[src/hdl/mlfq_task_scheduler_top_assert.svh]
// assertion macros for the feedback scheduler
`ifndef MLFQ_TASK_SCHEDULER_TOP_ASSERT_SVH
`define MLFQ_TASK_SCHEDULER_TOP_ASSERT_SVH
`ifndef SYNTH
`define MLFQ_CHECK(name, cond) \
  name: assert property (@(posedge clk) disable iff (!rst_n) (cond)) \
    else $error("mlfq check failed");
`define MLFQ_IMPLY(name, ante, cons) \
  name: assert property (@(posedge clk) disable iff (!rst_n) (ante) |-> (cons)) \
    else $error("mlfq implication failed");
`define MLFQ_NEXT(name, ante, cons) \
  name: assert property (@(posedge clk) disable iff (!rst_n) (ante) |=> (cons)) \
    else $error("mlfq sequence failed");
`else
`define MLFQ_CHECK(name, cond)
`define MLFQ_IMPLY(name, ante, cons)
`define MLFQ_NEXT(name, ante, cons)
`endif
`endif

[src/hdl/mlfq_pkg.sv]
// shared codes of the feedback scheduler
package mlfq_pkg;
  typedef logic [2:0] op_t;
  localparam op_t OP_TICK    = 3'd0;
  localparam op_t OP_CREATE  = 3'd1;
  localparam op_t OP_SETLVL  = 3'd2;
  localparam op_t OP_UNBLOCK = 3'd3;
  localparam op_t OP_BLOCK   = 3'd4;
  localparam op_t OP_KILL    = 3'd5;

  typedef logic [1:0] outcome_t;
  localparam outcome_t OC_RUN   = 2'd0;
  localparam outcome_t OC_YIELD = 2'd1;
  localparam outcome_t OC_BLOCK = 2'd2;
  localparam outcome_t OC_TERM  = 2'd3;

  typedef logic [1:0] tstate_t;
  localparam tstate_t TS_FREE    = 2'd0;
  localparam tstate_t TS_READY   = 2'd1;
  localparam tstate_t TS_BLOCKED = 2'd2;
  localparam tstate_t TS_RUNNING = 2'd3;

  typedef logic [1:0] status_t;
  localparam status_t SC_OK       = 2'd0;
  localparam status_t SC_NOTFOUND = 2'd1;
  localparam status_t SC_INUSE    = 2'd2;

  typedef logic [2:0] regidx_t;
  localparam regidx_t RI_QUANT0 = 3'd0;
  localparam regidx_t RI_QUANT1 = 3'd1;
  localparam regidx_t RI_QUANT2 = 3'd2;
  localparam regidx_t RI_QUANT3 = 3'd3;
  localparam regidx_t RI_AGING  = 3'd4;
endpackage

[src/hdl/mlfq_task_scheduler_top.sv]
// four-level feedback scheduler with aging, task table in one memory
// One item is taken at a time. Each task's level, used ticks, state and queue
// links sit in one word of a memory with one write and one registered read
// port; queue heads, tails and counts are in flip-flops. An item turned away by
// a state check ends after decode; create, unblock, block, set level and tick
// work through the read-modify-write steps of the queue link updates on the
// single memory port. A tick that ends an aging period also runs the
// relabelling sweep through the memory. A per-entry valid bit makes every
// never-written task read as free, so no clearing pass follows reset. The
// result is held in an output register until taken.
`include "mlfq_task_scheduler_top_assert.svh"
module mlfq_task_scheduler_top
  import mlfq_pkg::*;
#(
  parameter int MAX_TASKS = 64
) (
  input  logic        clk,
  input  logic        rst_n,
  input  logic        in_valid,
  output logic        in_stall,
  input  logic [2:0]  in_opcode,
  input  logic [1:0]  in_outcome,
  input  logic [5:0]  in_task_id,
  input  logic [7:0]  in_new_level,
  output logic        out_valid,
  input  logic        out_stall,
  output logic [5:0]  out_running_task,
  output logic        out_idle,
  output logic [1:0]  out_running_level,
  output logic        out_dispatched,
  output logic [1:0]  out_status,
  input  logic        cfg_psel,
  input  logic        cfg_penable,
  input  logic        cfg_pwrite,
  input  logic [4:0]  cfg_paddr,
  input  logic [31:0] cfg_pwdata,
  output logic [31:0] cfg_prdata,
  output logic        cfg_pready
);
  localparam int IW = (MAX_TASKS > 1) ? $clog2(MAX_TASKS) : 1;
  localparam int CW = $clog2(MAX_TASKS + 1);

  typedef struct packed {
    logic [1:0]    lvl;
    logic [7:0]    used;
    tstate_t       st;
    logic [IW-1:0] nxt;
    logic [IW-1:0] prv;
  } tw_t;

  typedef enum logic [4:0] {
    S_IDLE, S_DEC, S_AGE, S_AG1, S_AG2, S_AG3, S_SWP, S_SETTLE, S_TKD,
    S_NEXT, S_UNL, S_UNL2, S_UNL3, S_PUSH, S_PUSH2, S_WR, S_DISP, S_DISP2, S_FIN
  } state_t;

  state_t state_r, state_nxt;
  op_t op_r, op_nxt;
  outcome_t oc_r, oc_nxt;
  logic [1:0] nl_r, nl_nxt;
  logic idok_r, idok_nxt;
  status_t stat_r, stat_nxt;
  logic disp_r, disp_nxt;
  tw_t tw_r, tw_nxt;
  logic [IW-1:0] t_r, t_nxt;
  logic f_unl_r, f_unl_nxt, f_push_r, f_push_nxt, f_wr_r, f_wr_nxt, f_disp_r, f_disp_nxt;
  logic [1:0] ul_r, ul_nxt, pl_r, pl_nxt, dl_r, dl_nxt;
  logic [IW-1:0] qh_r [4];
  logic [IW-1:0] qh_nxt [4];
  logic [IW-1:0] qt_r [4];
  logic [IW-1:0] qt_nxt [4];
  logic [CW-1:0] qc_r [4];
  logic [CW-1:0] qc_nxt [4];
  logic [IW-1:0] cur_r, cur_nxt;
  logic cur_v_r, cur_v_nxt;
  logic [1:0] cur_lvl_r, cur_lvl_nxt;
  logic [15:0] age_r, age_nxt;
  logic [7:0] quant_r [4];
  logic [7:0] quant_nxt [4];
  logic [15:0] period_r, period_nxt;
  logic [CW-1:0] sw_r, sw_nxt;
  logic [MAX_TASKS-1:0] vld_r, vld_nxt;
  logic out_valid_r, out_valid_nxt;
  logic [5:0] out_task_r, out_task_nxt;
  logic out_idle_r, out_idle_nxt;
  logic [1:0] out_lvl_r, out_lvl_nxt;
  logic out_disp_r, out_disp_nxt;
  status_t out_stat_r, out_stat_nxt;

  // memory ports
  tw_t mem [MAX_TASKS];
  tw_t rd_r;
  logic rvld_r;
  logic mem_we;
  logic [IW-1:0] mem_waddr, mem_raddr;
  tw_t mem_wdata;

  logic cfg_wr;
  assign cfg_wr = cfg_psel && cfg_penable && cfg_pwrite;
  assign cfg_pready = 1'b1;
  assign in_stall = (state_r != S_IDLE);
  assign out_valid = out_valid_r;
  assign out_running_task = out_task_r;
  assign out_idle = out_idle_r;
  assign out_running_level = out_lvl_r;
  assign out_dispatched = out_disp_r;
  assign out_status = out_stat_r;

  // register read back
  always_comb begin
    case (regidx_t'(cfg_paddr[4:2]))
      RI_QUANT0: cfg_prdata = {24'd0, quant_r[0]};
      RI_QUANT1: cfg_prdata = {24'd0, quant_r[1]};
      RI_QUANT2: cfg_prdata = {24'd0, quant_r[2]};
      RI_QUANT3: cfg_prdata = {24'd0, quant_r[3]};
      RI_AGING:  cfg_prdata = {16'd0, period_r};
      default:   cfg_prdata = 32'd0;
    endcase
  end

  // task table memory
  always_ff @(posedge clk) begin
    if (mem_we) begin
      mem[mem_waddr] <= mem_wdata;
    end
    rd_r <= mem[mem_raddr];
  end

  // sequencer next state
  always_comb begin
    tstate_t rst;
    logic [1:0] lv;
    logic [7:0] u2;
    logic found;
    logic [1:0] fl;
    logic shift;
    logic [CW-1:0] swm1;

    state_nxt = state_r;
    op_nxt = op_r;
    oc_nxt = oc_r;
    nl_nxt = nl_r;
    idok_nxt = idok_r;
    stat_nxt = stat_r;
    disp_nxt = disp_r;
    tw_nxt = tw_r;
    t_nxt = t_r;
    f_unl_nxt = f_unl_r;
    f_push_nxt = f_push_r;
    f_wr_nxt = f_wr_r;
    f_disp_nxt = f_disp_r;
    ul_nxt = ul_r;
    pl_nxt = pl_r;
    dl_nxt = dl_r;
    qh_nxt = qh_r;
    qt_nxt = qt_r;
    qc_nxt = qc_r;
    cur_nxt = cur_r;
    cur_v_nxt = cur_v_r;
    cur_lvl_nxt = cur_lvl_r;
    age_nxt = age_r;
    quant_nxt = quant_r;
    period_nxt = period_r;
    sw_nxt = sw_r;
    out_valid_nxt = out_valid_r && out_stall;
    out_task_nxt = out_task_r;
    out_idle_nxt = out_idle_r;
    out_lvl_nxt = out_lvl_r;
    out_disp_nxt = out_disp_r;
    out_stat_nxt = out_stat_r;
    mem_we = 1'b0;
    mem_waddr = t_r;
    mem_wdata = tw_r;
    mem_raddr = t_r;
    rst = rvld_r ? rd_r.st : TS_FREE;
    lv = rd_r.lvl;
    u2 = (rd_r.used == 8'hFF) ? 8'hFF : rd_r.used + 8'd1;
    found = 1'b0;
    fl = 2'd0;
    shift = 1'b0;
    swm1 = sw_r - CW'(1);

    // configuration writes
    if (cfg_wr) begin
      case (regidx_t'(cfg_paddr[4:2]))
        RI_QUANT0: quant_nxt[0] = cfg_pwdata[7:0];
        RI_QUANT1: quant_nxt[1] = cfg_pwdata[7:0];
        RI_QUANT2: quant_nxt[2] = cfg_pwdata[7:0];
        RI_QUANT3: quant_nxt[3] = cfg_pwdata[7:0];
        RI_AGING:  period_nxt = cfg_pwdata[15:0];
        default: ;
      endcase
    end

    case (state_r)
      // take an item and read its task word
      S_IDLE: begin
        mem_raddr = IW'(in_task_id);
        if (in_valid) begin
          op_nxt = in_opcode;
          oc_nxt = in_outcome;
          nl_nxt = in_new_level[1:0];
          t_nxt = IW'(in_task_id);
          idok_nxt = (32'(in_task_id) < MAX_TASKS);
          stat_nxt = SC_OK;
          disp_nxt = 1'b0;
          f_unl_nxt = 1'b0;
          f_push_nxt = 1'b0;
          f_wr_nxt = 1'b0;
          f_disp_nxt = 1'b0;
          state_nxt = S_DEC;
        end
      end
      // decode against the task state
      S_DEC: begin
        tw_nxt = rd_r;
        tw_nxt.st = rst;
        state_nxt = S_NEXT;
        if (op_r == OP_TICK) begin
          state_nxt = S_AGE;
        end else if (op_r > OP_KILL) begin
          state_nxt = S_FIN;
        end else if (!idok_r) begin
          stat_nxt = SC_NOTFOUND;
          state_nxt = S_FIN;
        end else begin
          case (op_r)
            OP_CREATE: begin
              if (rst != TS_FREE) begin
                stat_nxt = SC_INUSE;
                state_nxt = S_FIN;
              end else begin
                tw_nxt.lvl = nl_r;
                tw_nxt.used = 8'd0;
                tw_nxt.st = TS_READY;
                f_push_nxt = 1'b1;
                pl_nxt = nl_r;
                f_wr_nxt = 1'b1;
              end
            end
            OP_SETLVL: begin
              if (rst == TS_FREE) begin
                stat_nxt = SC_NOTFOUND;
                state_nxt = S_FIN;
              end else begin
                tw_nxt.lvl = nl_r;
                tw_nxt.used = 8'd0;
                if (rst == TS_READY) begin
                  f_unl_nxt = 1'b1;
                  ul_nxt = rd_r.lvl;
                  f_push_nxt = 1'b1;
                  pl_nxt = nl_r;
                end
                if (rst == TS_RUNNING) begin
                  cur_lvl_nxt = nl_r;
                end
                f_wr_nxt = 1'b1;
              end
            end
            OP_UNBLOCK: begin
              if (rst == TS_BLOCKED) begin
                tw_nxt.st = TS_READY;
                f_push_nxt = 1'b1;
                pl_nxt = rd_r.lvl;
                f_wr_nxt = 1'b1;
              end else begin
                stat_nxt = SC_NOTFOUND;
                state_nxt = S_FIN;
              end
            end
            OP_BLOCK: begin
              if (rst == TS_READY) begin
                f_unl_nxt = 1'b1;
                ul_nxt = rd_r.lvl;
                tw_nxt.st = TS_BLOCKED;
                f_wr_nxt = 1'b1;
              end else begin
                stat_nxt = SC_NOTFOUND;
                state_nxt = S_FIN;
              end
            end
            OP_KILL: begin
              if (rst == TS_RUNNING && cur_v_r && cur_r == t_r) begin
                oc_nxt = OC_TERM;
                state_nxt = S_AGE;
              end else if (rst == TS_READY) begin
                f_unl_nxt = 1'b1;
                ul_nxt = rd_r.lvl;
                tw_nxt.st = TS_FREE;
                f_wr_nxt = 1'b1;
              end else if (rst == TS_BLOCKED) begin
                tw_nxt.st = TS_FREE;
                f_wr_nxt = 1'b1;
              end else begin
                stat_nxt = SC_NOTFOUND;
                state_nxt = S_FIN;
              end
            end
            default: state_nxt = S_FIN;
          endcase
        end
      end
      // aging counter
      S_AGE: begin
        if (17'(age_r) + 17'd1 >= 17'(period_r)) begin
          age_nxt = 16'd0;
          state_nxt = S_AG1;
        end else begin
          age_nxt = age_r + 16'd1;
          state_nxt = S_SETTLE;
        end
      end
      // splice level one behind level zero
      S_AG1: begin
        if (qc_r[1] == '0 || qc_r[0] == '0) begin
          shift = 1'b1;
          sw_nxt = '0;
          state_nxt = S_SWP;
        end else begin
          mem_raddr = qt_r[0];
          state_nxt = S_AG2;
        end
      end
      S_AG2: begin
        mem_we = 1'b1;
        mem_waddr = qt_r[0];
        mem_wdata = rd_r;
        mem_wdata.nxt = qh_r[1];
        mem_raddr = qh_r[1];
        state_nxt = S_AG3;
      end
      S_AG3: begin
        mem_we = 1'b1;
        mem_waddr = qh_r[1];
        mem_wdata = rd_r;
        mem_wdata.prv = qt_r[0];
        shift = 1'b1;
        sw_nxt = '0;
        state_nxt = S_SWP;
      end
      // relabel sweep, read one entry while writing back the one before
      S_SWP: begin
        if (32'(sw_r) < MAX_TASKS) begin
          mem_raddr = sw_r[IW-1:0];
        end
        if (sw_r != '0 && rvld_r && rd_r.st == TS_READY && rd_r.lvl != 2'd0) begin
          mem_we = 1'b1;
          mem_waddr = swm1[IW-1:0];
          mem_wdata = rd_r;
          mem_wdata.lvl = rd_r.lvl - 2'd1;
        end
        if (32'(sw_r) == MAX_TASKS) begin
          state_nxt = S_SETTLE;
        end else begin
          sw_nxt = sw_r + CW'(1);
        end
      end
      // settle the running task
      S_SETTLE: begin
        disp_nxt = 1'b1;
        if (cur_v_r) begin
          mem_raddr = cur_r;
          state_nxt = S_TKD;
        end else begin
          f_disp_nxt = 1'b1;
          state_nxt = S_NEXT;
        end
      end
      S_TKD: begin
        t_nxt = cur_r;
        tw_nxt = rd_r;
        f_wr_nxt = 1'b1;
        f_disp_nxt = 1'b1;
        state_nxt = S_NEXT;
        case (oc_r)
          OC_RUN: begin
            tw_nxt.used = u2;
            if (u2 < quant_r[lv]) begin
              f_disp_nxt = 1'b0;
              disp_nxt = 1'b0;
            end else begin
              tw_nxt.lvl = (lv == 2'd3) ? 2'd3 : lv + 2'd1;
              tw_nxt.used = 8'd0;
              tw_nxt.st = TS_READY;
              f_push_nxt = 1'b1;
              pl_nxt = (lv == 2'd3) ? 2'd3 : lv + 2'd1;
            end
          end
          OC_YIELD: begin
            tw_nxt.st = TS_READY;
            f_push_nxt = 1'b1;
            pl_nxt = lv;
          end
          OC_BLOCK: begin
            if ({1'b0, rd_r.used} + 9'd1 < {1'b0, quant_r[lv]}) begin
              tw_nxt.lvl = (lv == 2'd0) ? 2'd0 : lv - 2'd1;
            end
            tw_nxt.used = 8'd0;
            tw_nxt.st = TS_BLOCKED;
          end
          default: tw_nxt.st = TS_FREE;
        endcase
      end
      // pending queue and table steps, in order
      S_NEXT: begin
        if (f_unl_r) begin
          state_nxt = S_UNL;
        end else if (f_push_r) begin
          state_nxt = S_PUSH;
        end else if (f_wr_r) begin
          state_nxt = S_WR;
        end else if (f_disp_r) begin
          state_nxt = S_DISP;
        end else begin
          state_nxt = S_FIN;
        end
      end
      // take the task out of its queue
      S_UNL: begin
        f_unl_nxt = 1'b0;
        state_nxt = S_NEXT;
        if (qc_r[ul_r] != '0) begin
          qc_nxt[ul_r] = qc_r[ul_r] - CW'(1);
          if (t_r == qh_r[ul_r]) begin
            if (qc_r[ul_r] > CW'(1)) begin
              qh_nxt[ul_r] = tw_r.nxt;
            end
          end else if (t_r == qt_r[ul_r]) begin
            qt_nxt[ul_r] = tw_r.prv;
          end else begin
            f_unl_nxt = 1'b1;
            mem_raddr = tw_r.prv;
            state_nxt = S_UNL2;
          end
        end
      end
      S_UNL2: begin
        mem_we = 1'b1;
        mem_waddr = tw_r.prv;
        mem_wdata = rd_r;
        mem_wdata.nxt = tw_r.nxt;
        mem_raddr = tw_r.nxt;
        state_nxt = S_UNL3;
      end
      S_UNL3: begin
        mem_we = 1'b1;
        mem_waddr = tw_r.nxt;
        mem_wdata = rd_r;
        mem_wdata.prv = tw_r.prv;
        f_unl_nxt = 1'b0;
        state_nxt = S_NEXT;
      end
      // append the task at the tail of its queue
      S_PUSH: begin
        if (qc_r[pl_r] == '0) begin
          qh_nxt[pl_r] = t_r;
          qt_nxt[pl_r] = t_r;
          qc_nxt[pl_r] = qc_r[pl_r] + CW'(1);
          f_push_nxt = 1'b0;
          state_nxt = S_NEXT;
        end else begin
          tw_nxt.prv = qt_r[pl_r];
          mem_raddr = qt_r[pl_r];
          state_nxt = S_PUSH2;
        end
      end
      S_PUSH2: begin
        mem_we = 1'b1;
        mem_waddr = qt_r[pl_r];
        mem_wdata = rd_r;
        mem_wdata.nxt = t_r;
        qt_nxt[pl_r] = t_r;
        qc_nxt[pl_r] = qc_r[pl_r] + CW'(1);
        f_push_nxt = 1'b0;
        state_nxt = S_NEXT;
      end
      S_WR: begin
        mem_we = 1'b1;
        f_wr_nxt = 1'b0;
        state_nxt = S_NEXT;
      end
      // pick the head of the best non-empty level
      S_DISP: begin
        for (int i = 3; i >= 0; i--) begin
          if (qc_r[i] != '0) begin
            found = 1'b1;
            fl = 2'(i);
          end
        end
        if (found) begin
          dl_nxt = fl;
          mem_raddr = qh_r[fl];
          qc_nxt[fl] = qc_r[fl] - CW'(1);
          state_nxt = S_DISP2;
        end else begin
          cur_v_nxt = 1'b0;
          cur_nxt = '0;
          cur_lvl_nxt = 2'd0;
          f_disp_nxt = 1'b0;
          state_nxt = S_FIN;
        end
      end
      S_DISP2: begin
        mem_we = 1'b1;
        mem_waddr = qh_r[dl_r];
        mem_wdata = rd_r;
        mem_wdata.st = TS_RUNNING;
        if (qc_r[dl_r] != '0) begin
          qh_nxt[dl_r] = rd_r.nxt;
        end
        cur_nxt = qh_r[dl_r];
        cur_v_nxt = 1'b1;
        cur_lvl_nxt = rd_r.lvl;
        f_disp_nxt = 1'b0;
        state_nxt = S_FIN;
      end
      // hand the result to the output register
      S_FIN: begin
        if (!out_valid_r || !out_stall) begin
          out_valid_nxt = 1'b1;
          out_task_nxt = 6'(cur_r);
          out_idle_nxt = !cur_v_r;
          out_lvl_nxt = cur_lvl_r;
          out_disp_nxt = disp_r;
          out_stat_nxt = stat_r;
          state_nxt = S_IDLE;
        end
      end
      default: state_nxt = S_IDLE;
    endcase

    // aging moves each queue above level zero up one level, level one joining level zero
    if (shift) begin
      if (qc_r[1] != '0) begin
        if (qc_r[0] == '0) begin
          qh_nxt[0] = qh_r[1];
        end
        qt_nxt[0] = qt_r[1];
        qc_nxt[0] = qc_r[0] + qc_r[1];
      end
      qh_nxt[1] = qh_r[2];
      qt_nxt[1] = qt_r[2];
      qc_nxt[1] = qc_r[2];
      qh_nxt[2] = qh_r[3];
      qt_nxt[2] = qt_r[3];
      qc_nxt[2] = qc_r[3];
      qc_nxt[3] = '0;
    end

    // a written entry is valid from then on
    vld_nxt = vld_r;
    if (mem_we) begin
      vld_nxt[mem_waddr] = 1'b1;
    end
  end

  // state and registered outputs
  always_ff @(posedge clk) begin
    if (!rst_n) begin
      state_r <= S_IDLE;
      f_unl_r <= 1'b0;
      f_push_r <= 1'b0;
      f_wr_r <= 1'b0;
      f_disp_r <= 1'b0;
      for (int i = 0; i < 4; i++) begin
        qh_r[i] <= '0;
        qt_r[i] <= '0;
        qc_r[i] <= '0;
      end
      quant_r[0] <= 8'd1;
      quant_r[1] <= 8'd2;
      quant_r[2] <= 8'd3;
      quant_r[3] <= 8'd4;
      period_r <= 16'd100;
      cur_r <= '0;
      cur_v_r <= 1'b0;
      cur_lvl_r <= 2'd0;
      age_r <= 16'd0;
      vld_r <= '0;
      out_valid_r <= 1'b0;
    end else begin
      state_r <= state_nxt;
      f_unl_r <= f_unl_nxt;
      f_push_r <= f_push_nxt;
      f_wr_r <= f_wr_nxt;
      f_disp_r <= f_disp_nxt;
      qh_r <= qh_nxt;
      qt_r <= qt_nxt;
      qc_r <= qc_nxt;
      quant_r <= quant_nxt;
      period_r <= period_nxt;
      cur_r <= cur_nxt;
      cur_v_r <= cur_v_nxt;
      cur_lvl_r <= cur_lvl_nxt;
      age_r <= age_nxt;
      vld_r <= vld_nxt;
      out_valid_r <= out_valid_nxt;
    end
    op_r <= op_nxt;
    oc_r <= oc_nxt;
    nl_r <= nl_nxt;
    idok_r <= idok_nxt;
    stat_r <= stat_nxt;
    disp_r <= disp_nxt;
    tw_r <= tw_nxt;
    t_r <= t_nxt;
    ul_r <= ul_nxt;
    pl_r <= pl_nxt;
    dl_r <= dl_nxt;
    sw_r <= sw_nxt;
    rvld_r <= vld_r[mem_raddr];
    out_task_r <= out_task_nxt;
    out_idle_r <= out_idle_nxt;
    out_lvl_r <= out_lvl_nxt;
    out_disp_r <= out_disp_nxt;
    out_stat_r <= out_stat_nxt;
  end

  // checks
  `MLFQ_IMPLY(a_idle_clean, !cur_v_r, cur_r == '0 && cur_lvl_r == 2'd0)
  `MLFQ_NEXT(a_accept_dec, in_valid && !in_stall, state_r == S_DEC)
  `MLFQ_NEXT(a_fin_out, state_r == S_FIN && (!out_valid_r || !out_stall), out_valid_r && state_r == S_IDLE)
  `MLFQ_CHECK(a_out_idle, !out_valid || !out_idle || (out_running_task == 6'd0 && out_running_level == 2'd0))
endmodule
[config.mk]
export PLATFORM = sky130hd
export DESIGN_NAME = mlfq_task_scheduler_top
export DESIGN_NICKNAME = d
export VERILOG_FILES = /design/src/hdl/mlfq_pkg.sv /design/src/hdl/mlfq_task_scheduler_top.sv
export VERILOG_INCLUDE_DIRS = /design/src /design/src/hdl
export SDC_FILE = /design/constraint.sdc
export NUM_CORES = 2
export LEC_CHECK = 0
export BUFFER_PORTS_ARGS = -buffer_cell sky130_fd_sc_hd__clkbuf_2
export CAP_MARGIN = 40
export CELL_PAD_IN_SITES_DETAIL_PLACEMENT = 1
export CELL_PAD_IN_SITES_GLOBAL_PLACEMENT = 1
export CORE_MARGIN = 4
export CORE_UTILIZATION = 54
export CTS_BUF_LIST = sky130_fd_sc_hd__clkbuf_8
export DETAILED_ROUTE_END_ITERATION = 8
export PLACE_DENSITY = 0.89
export SYNTH_ARGS = -nofsm -noshare
export SYNTH_HDL_FRONTEND = slang
export SYNTH_SLANG_ARGS = --single-unit
[constraint.sdc]
create_clock -name clk -period 5.2 [get_ports clk]
set_input_delay 0.52 -clock clk [delete_from_list [all_inputs] [get_ports clk]]
set_output_delay 0.52 -clock clk [all_outputs]
set_load 0.02 [all_outputs]
# Word level (Yosys, flattened, before mapping)
# Memory sizes are Yosys's and may differ from the RTL's. A register that Yosys moved wholly into a read port is not among the register bits.
# Index checks and enable logic that the tools add are counted.
[op_classes]
n_eq_ne = 89
n_mux = 240
bitwise_logic = 9
add_sub_neg = 12
magnitude_cmp = 18
n_reduce_logical = 89
[ops]
columns = ["cell", "count"]
rows = [
  ["$mux W24", 10],
  ["$mux W6", 28],
  ["$pmux W24 S7", 1],
  ["$pmux W24 S3", 2],
  ["$bwmux W24", 5],
  ["$mux W28", 4],
  ["$pmux W28 S4", 1],
  ["$mux W2", 50],
  ["$mux W7", 14],
  ["$bwmux W28", 3],
  ["$pmux W16 S5", 1],
  ["$pmux W5 S16", 1],
  ["$mux W5", 14],
  ["$or A64 B64 Y64", 1],
  ["$bmux W6 S2", 5],
  ["$ne A3 B3 Y1 const B", 20],
  ["$bmux W7 S2", 4],
  ["$ne A2 B2 Y1 const B", 27],
  ["$pmux W6 S9", 1],
  ["$reduce_bool A7 Y1", 7],
  ["$mux W12", 4],
  ["$mux W1", 43],
  ["$demux W7 S2", 3],
  ["$pmux W6 S7", 1],
  ["other kinds (82)", 207],
]
[word_totals]
mem_bits_rw = 1536
output_inout_bits = 47
mem_count = 1
regBits = 289
in_bits = 63
elab_cells = 507
[memory_table]
columns = ["memory", "depth", "width", "rd", "rd_clocked_by_memory_dff", "write_ports", "line", "rtl"]
rows = [
  ["mem", 64, 24, 1, 1, 1, "mlfq_task_scheduler_top.sv:90", "tw_t mem [MAX_TASKS];"],
]

# Logic depth before layout (Yosys ltp)
[logic_depth]
depth_word = 16
depth_mapped = 23
ltp_nobuf = 15

# Least setup slack after synthesis
# Ideal clock, no wire load.
[synth_timing]
kind = "flip-flop to flip-flop"
from = "reg state_r[3]"
to = "mem mem[0][13] (netlist name) (data pin)"
setup_time_ns = 0.702
t_arrival_ns = 4.042
t_required_ns = 4.498
synth_period_minus_slack_ns = 4.743
stages_incl_launch_ff = 8
n_path_buf = 1
path_slack_ns = 0.457
cell_sequence = "dfxtp_1 > clkbuf_1 > and2_1 > nor2b_1 > a21oi_1 > or3_1 > and2_0 > o21ai_0"
[synth_rtl]
columns = ["item", "line", "rtl"]
rows = [
  ["start: declaration", "mlfq_task_scheduler_top.sv:56", "state_t state_r, state_nxt;"],
  ["start signal: assignment", "mlfq_task_scheduler_top.sv:581", "state_r <= state_nxt;"],
  ["end: declaration", "mlfq_task_scheduler_top.sv:90", ""],
]

# Worst setup path in the final report
[layout_timing]
from = "reg state_r[2]"
to = "mem mem[13][6] (netlist name) (enable)"
[layout_between]
elab_chain_cells = 5
elab_cells_between_ends = 13
cone_classes = "eq/ne (8); mux (4); reduce/logical (1)"
[layout_rtl]
columns = ["item", "line", "rtl"]
rows = [
  ["$eq A5 B3 Y1 (tied with other cells)", "mlfq_task_scheduler_top.sv:194", "case (state_r)"],
  ["$reduce_or A7 Y1 (no source line)", "n/a", ""],
  ["$pmux W1 S2", "mlfq_task_scheduler_top.sv:194", ""],
  ["$mux W1", "mlfq_task_scheduler_top.sv:122", "if (mem_we) begin"],
  ["$mux W1 (not written as such)", "mlfq_task_scheduler_top.sv:123", "mem[mem_waddr] <= mem_wdata;"],
]
# Several ways; a longest one is shown, not always the timed one.

==> summary.txt <==
via count = 66.5k
Max Cap Viol = 0
worst min-delay path category = input pin to flip-flop
DR WL met2 = 151 mm
Yosys warning total = 0
post-layout power = 72.3 mW
first-pass GRT wire length = 481 mm
clk_lat worst skew = 1.11 ns
r2r startpoint = state_r[2]$_SDFFE_PN0P_
P_int = 36.9 mW
largest net degree at the start of global routing = 89
setup slack, reg-to-reg = -0.06 ns
worst path cell trace = nand2_1, or2_2, buf_4, nor4_1, o21ai_0, and3_1, a21oi_1, nor2b_1, nand2_1, nor2_2, buf_4
crit end category = flip-flop
fin cells = 9187
Die ar. = 156000 um^2
area added between synthesis and finish = 14.7%
startpoint types = flip-flop
setup violators final = 70
Fin Setup TNS = -1.70 ns
Critical Path Source = state_r[2]$_SDFFE_PN0P_
worst setup margin = -0.0633 ns
Achievable Freq = 0.190 GHz
Routed met3 length = 45.4 mm
core area = 148000 um^2
Leakage = 33.0 nW
Cell variety after synth = 90
Seq pwr share = 27.6%
Req. time, crit path = 5.84 ns
Worst Clk Skew = 0.145 ns
critical path's slowest cell = dfxtp_1
CTS tree = yes
max incr delay on CP = 0.75 ns
Least-Margin Pin Slew = 1.01 ns
Initial Utilization = 54.5%
Final Slew Violations = 0
root buffer cell = clkbuf_8
vias in the first global route = 68.6k
post-detail-place hpwl = 192 mm
Buf+Inv Stages, Crit Path = 2
Die H = 394 um
synthesized area per cell = 12.2 um^2
CP Capture Point = mem[13][6]$_DFFE_PP_
Max Used Layer = met5
global route total overflow = 0
H-tree levels = 5
layout cell share with drive strength beyond 1 = 16.2%
GP Congestion = 0.971
asr flop ratio synth = 0%
CP delay by family, top = simple AND/OR/NAND/NOR gates
CP Max Fanout = 24
GRT Util Overall = 42.0%
Post-Syn Area = 80600 um^2
Core Rows = 141
Switching Power = 35.4 mW
post-route ant nets = 0
Vias/cell = 7.23
Post-synth EDFFs = 1601
DRT iter0 DRCs = 11.4k
commonest non-fill, non-tap cell in the layout = edfxtp_1
Max Buffers Root-to-Sink = 4
clock tree sinks = 1849
DRC = 0
Layout Utilization = 62.5%
DR WL/cell = 36.6 um
Combinational Power Share = 54.7%
Switching Share = 48.9%
CTS buffer count = 316
maximum vdd ir drop = 515 uV
register clock-pin slew on the reported worst setup and hold paths = 0.06 ns
Total Wirelength = 336 mm
path length in cells of the critical path = 11
critical path arrival = 5.90 ns
Worst R2R Path Depth = 11
post-synthesis register bit count = 1849
Worst Path Class, Setup = flip-flop to flip-flop
met1 wire length = 110 mm
outcome = complete, but fails checks
Die Wd = 394 um
Period minus WS final = 5.26 ns
initial antenna violation count = 28
DRT Pass-1 Iters = 9
Slew headroom = 31.7%
worst r2r dst = mem[13][6]$_DFFE_PP_
Placed Cells = 8595
Mapped Cells = 6609
I/O Buffers = 68
I/O Pins = 110
failing checks = setup timing
clock share of power = 17.7%
fin nets = 7145
Primary FF master, synth = edfxtp_1
period utilization = 101%
sequential share of the synthesized area = 65.8%
Power Dens Cells = 781 nW/um^2
Final Hold Vio Count = 0
most frequent cells in the layout = 1601 x edfxtp_1, 1209 x nand2_1, 368 x buf_4
cell usage after synthesis (all sizes together), types with 17 or more instances:
cell	instances	area share, %
o21ai	120	0.74
and3	230	1.8
nor2b	25	0.19
and2	28	0.22
a311oi	29	0.31
edfxtp	1601	60
nand2	1226	5.7
mux4	49	1.4
a31o	24	0.26
a211oi	247	2.3
ha	58	0.90
nor3	40	0.25
mux2i	225	2.8
a22oi	99	0.92
o22a	28	0.30
xnor2	43	0.47
and4	23	0.25
xor2	32	0.35
buf	162	1.2
nand3	312	1.9
nand4	18	0.14
inv	65	0.30
a222oi	17	0.21
a221oi	90	0.98
o2111ai	30	0.33
mux2	17	0.24
a31oi	202	1.6
nor2	411	1.9
clkbuf	327	1.5
o22ai	76	0.60
a21o	44	0.41
nand2b	26	0.20
a2111oi	27	0.34
a21oi	239	1.5
dfxtp	248	6.2
power groups by stage:
| stage | Clock [mW] | Combinational [mW] | Sequential, mW |
|---|---|---|---|
| global placement | 0 | 32.9 | 20.1 |
| finish | 12.8 | 39.5 | 19.9 |
| floorplan | 0 | 19.0 | 19.7 |
| detailed placement | 0 | 35.1 | 20.1 |
| CTS | 12.7 | 37.0 | 19.8 |
| global route | 13.4 | 39.8 | 19.9 |
registers in the layout, summed over array words and instances, names as in the netlist, 5 cells and up:
register / count
mem: 1536
vld_r: 64
quant_r: 32
qc_r: 28
qh_r: 24
qt_r: 24
rd_r: 24
tw_r: 24
age_r: 16
period_r: 16
sw_r: 7
cur_r: 6
out_running_task: 6
t_r: 6
state_r: 5
cells by family after synthesis:
| family | after synthesis | share of synthesized area [%] |
|---|---|---|
| xor+xnor | 75 | 0.814 |
| compound gates | 1376 | 11.9 |
| other cells | 2 | 0.00931 |
| simple gates | 2401 | 13.2 |
| mux | 291 | 4.40 |
| buf+inv | 556 | 3.00 |
| fa+ha+maj | 59 | 0.925 |
| flops | 1849 | 65.8 |
worst register-to-register path, cell delays in order (launching register included):
cell	delay [ns]
dfxtp_1	0.75
nand2_1	0.38
or2_2	0.46
buf_4	0.20
nor4_1	0.34
o21ai_0	0.22
and3_1	0.36
a21oi_1	0.64
nor2b_1	0.35
nand2_1	0.43
nor2_2	0.29
buf_4	0.44
what timing repair did:
item,4_1_cts,5_1_grt
setup endpoints to repair,19,24
resized for setup,5,18
buffers inserted,2,3
hold buffers,29,0
pin swaps,1,0
endpoints found under the hold margin,65,0
through the flow:
step,hold slack (ns),cell area (um^2),setup slack [ns]
floorplan,0.400,80700,0.457
global placement,0.417,86100,0.0184
detailed placement,0.429,86200,-0.203
CTS,0.00515,92200,0.0265
global route,0.0499,92500,-0.0794
finish,0.0763,92500,-0.0633
cell type report:
| cell class | count | area (um^2) |
|---|---|---|
| clock buffers | 349 | 4800 |
| repair buffers | 570 | 5430 |
| multi-input cells | 4219 | 25700 |
| flip-flops and latches | 1849 | 53000 |
| fillers | 14406 | 55500 |
| clock inverters | 189 | 846 |
| diodes | 14 | 35.0 |
| inverters | 67 | 256 |
| well taps | 1930 | 2410 |
how the worst min path moves through the flow:
stage | start | to | slack (ns) | cells past startpoint
after CTS | cfg_penable | period_r[1]$_SDFFE_PN0P_ | 0.005 | 5
after detailed placement | cur_lvl_r[1]$_SDFFE_PN0P_ | out_running_level[1]$_DFFE_PP_ | 0.43 | 0
after global routing | in_task_id[3] | t_r[3]$_DFFE_PP_ | 0.05 | 3
after global placement | cur_lvl_r[0]$_SDFFE_PN0P_ | out_running_level[0]$_DFFE_PP_ | 0.42 | 0
after floorplan | disp_r$_DFFE_PP_ | out_dispatched$_DFFE_PP_ | 0.40 | 0
final | in_task_id[3] | t_r[3]$_DFFE_PP_ | 0.08 | 3
layer usage:
metal,vias to the layer above,global-route usage [%]
li1,25819,-
met1,32649,50.5
met2,6138,64.9
met3,1835,12.9
met4,12,29.7
met5,-,0
Note: power is estimated with default switching activity, not from simulation.
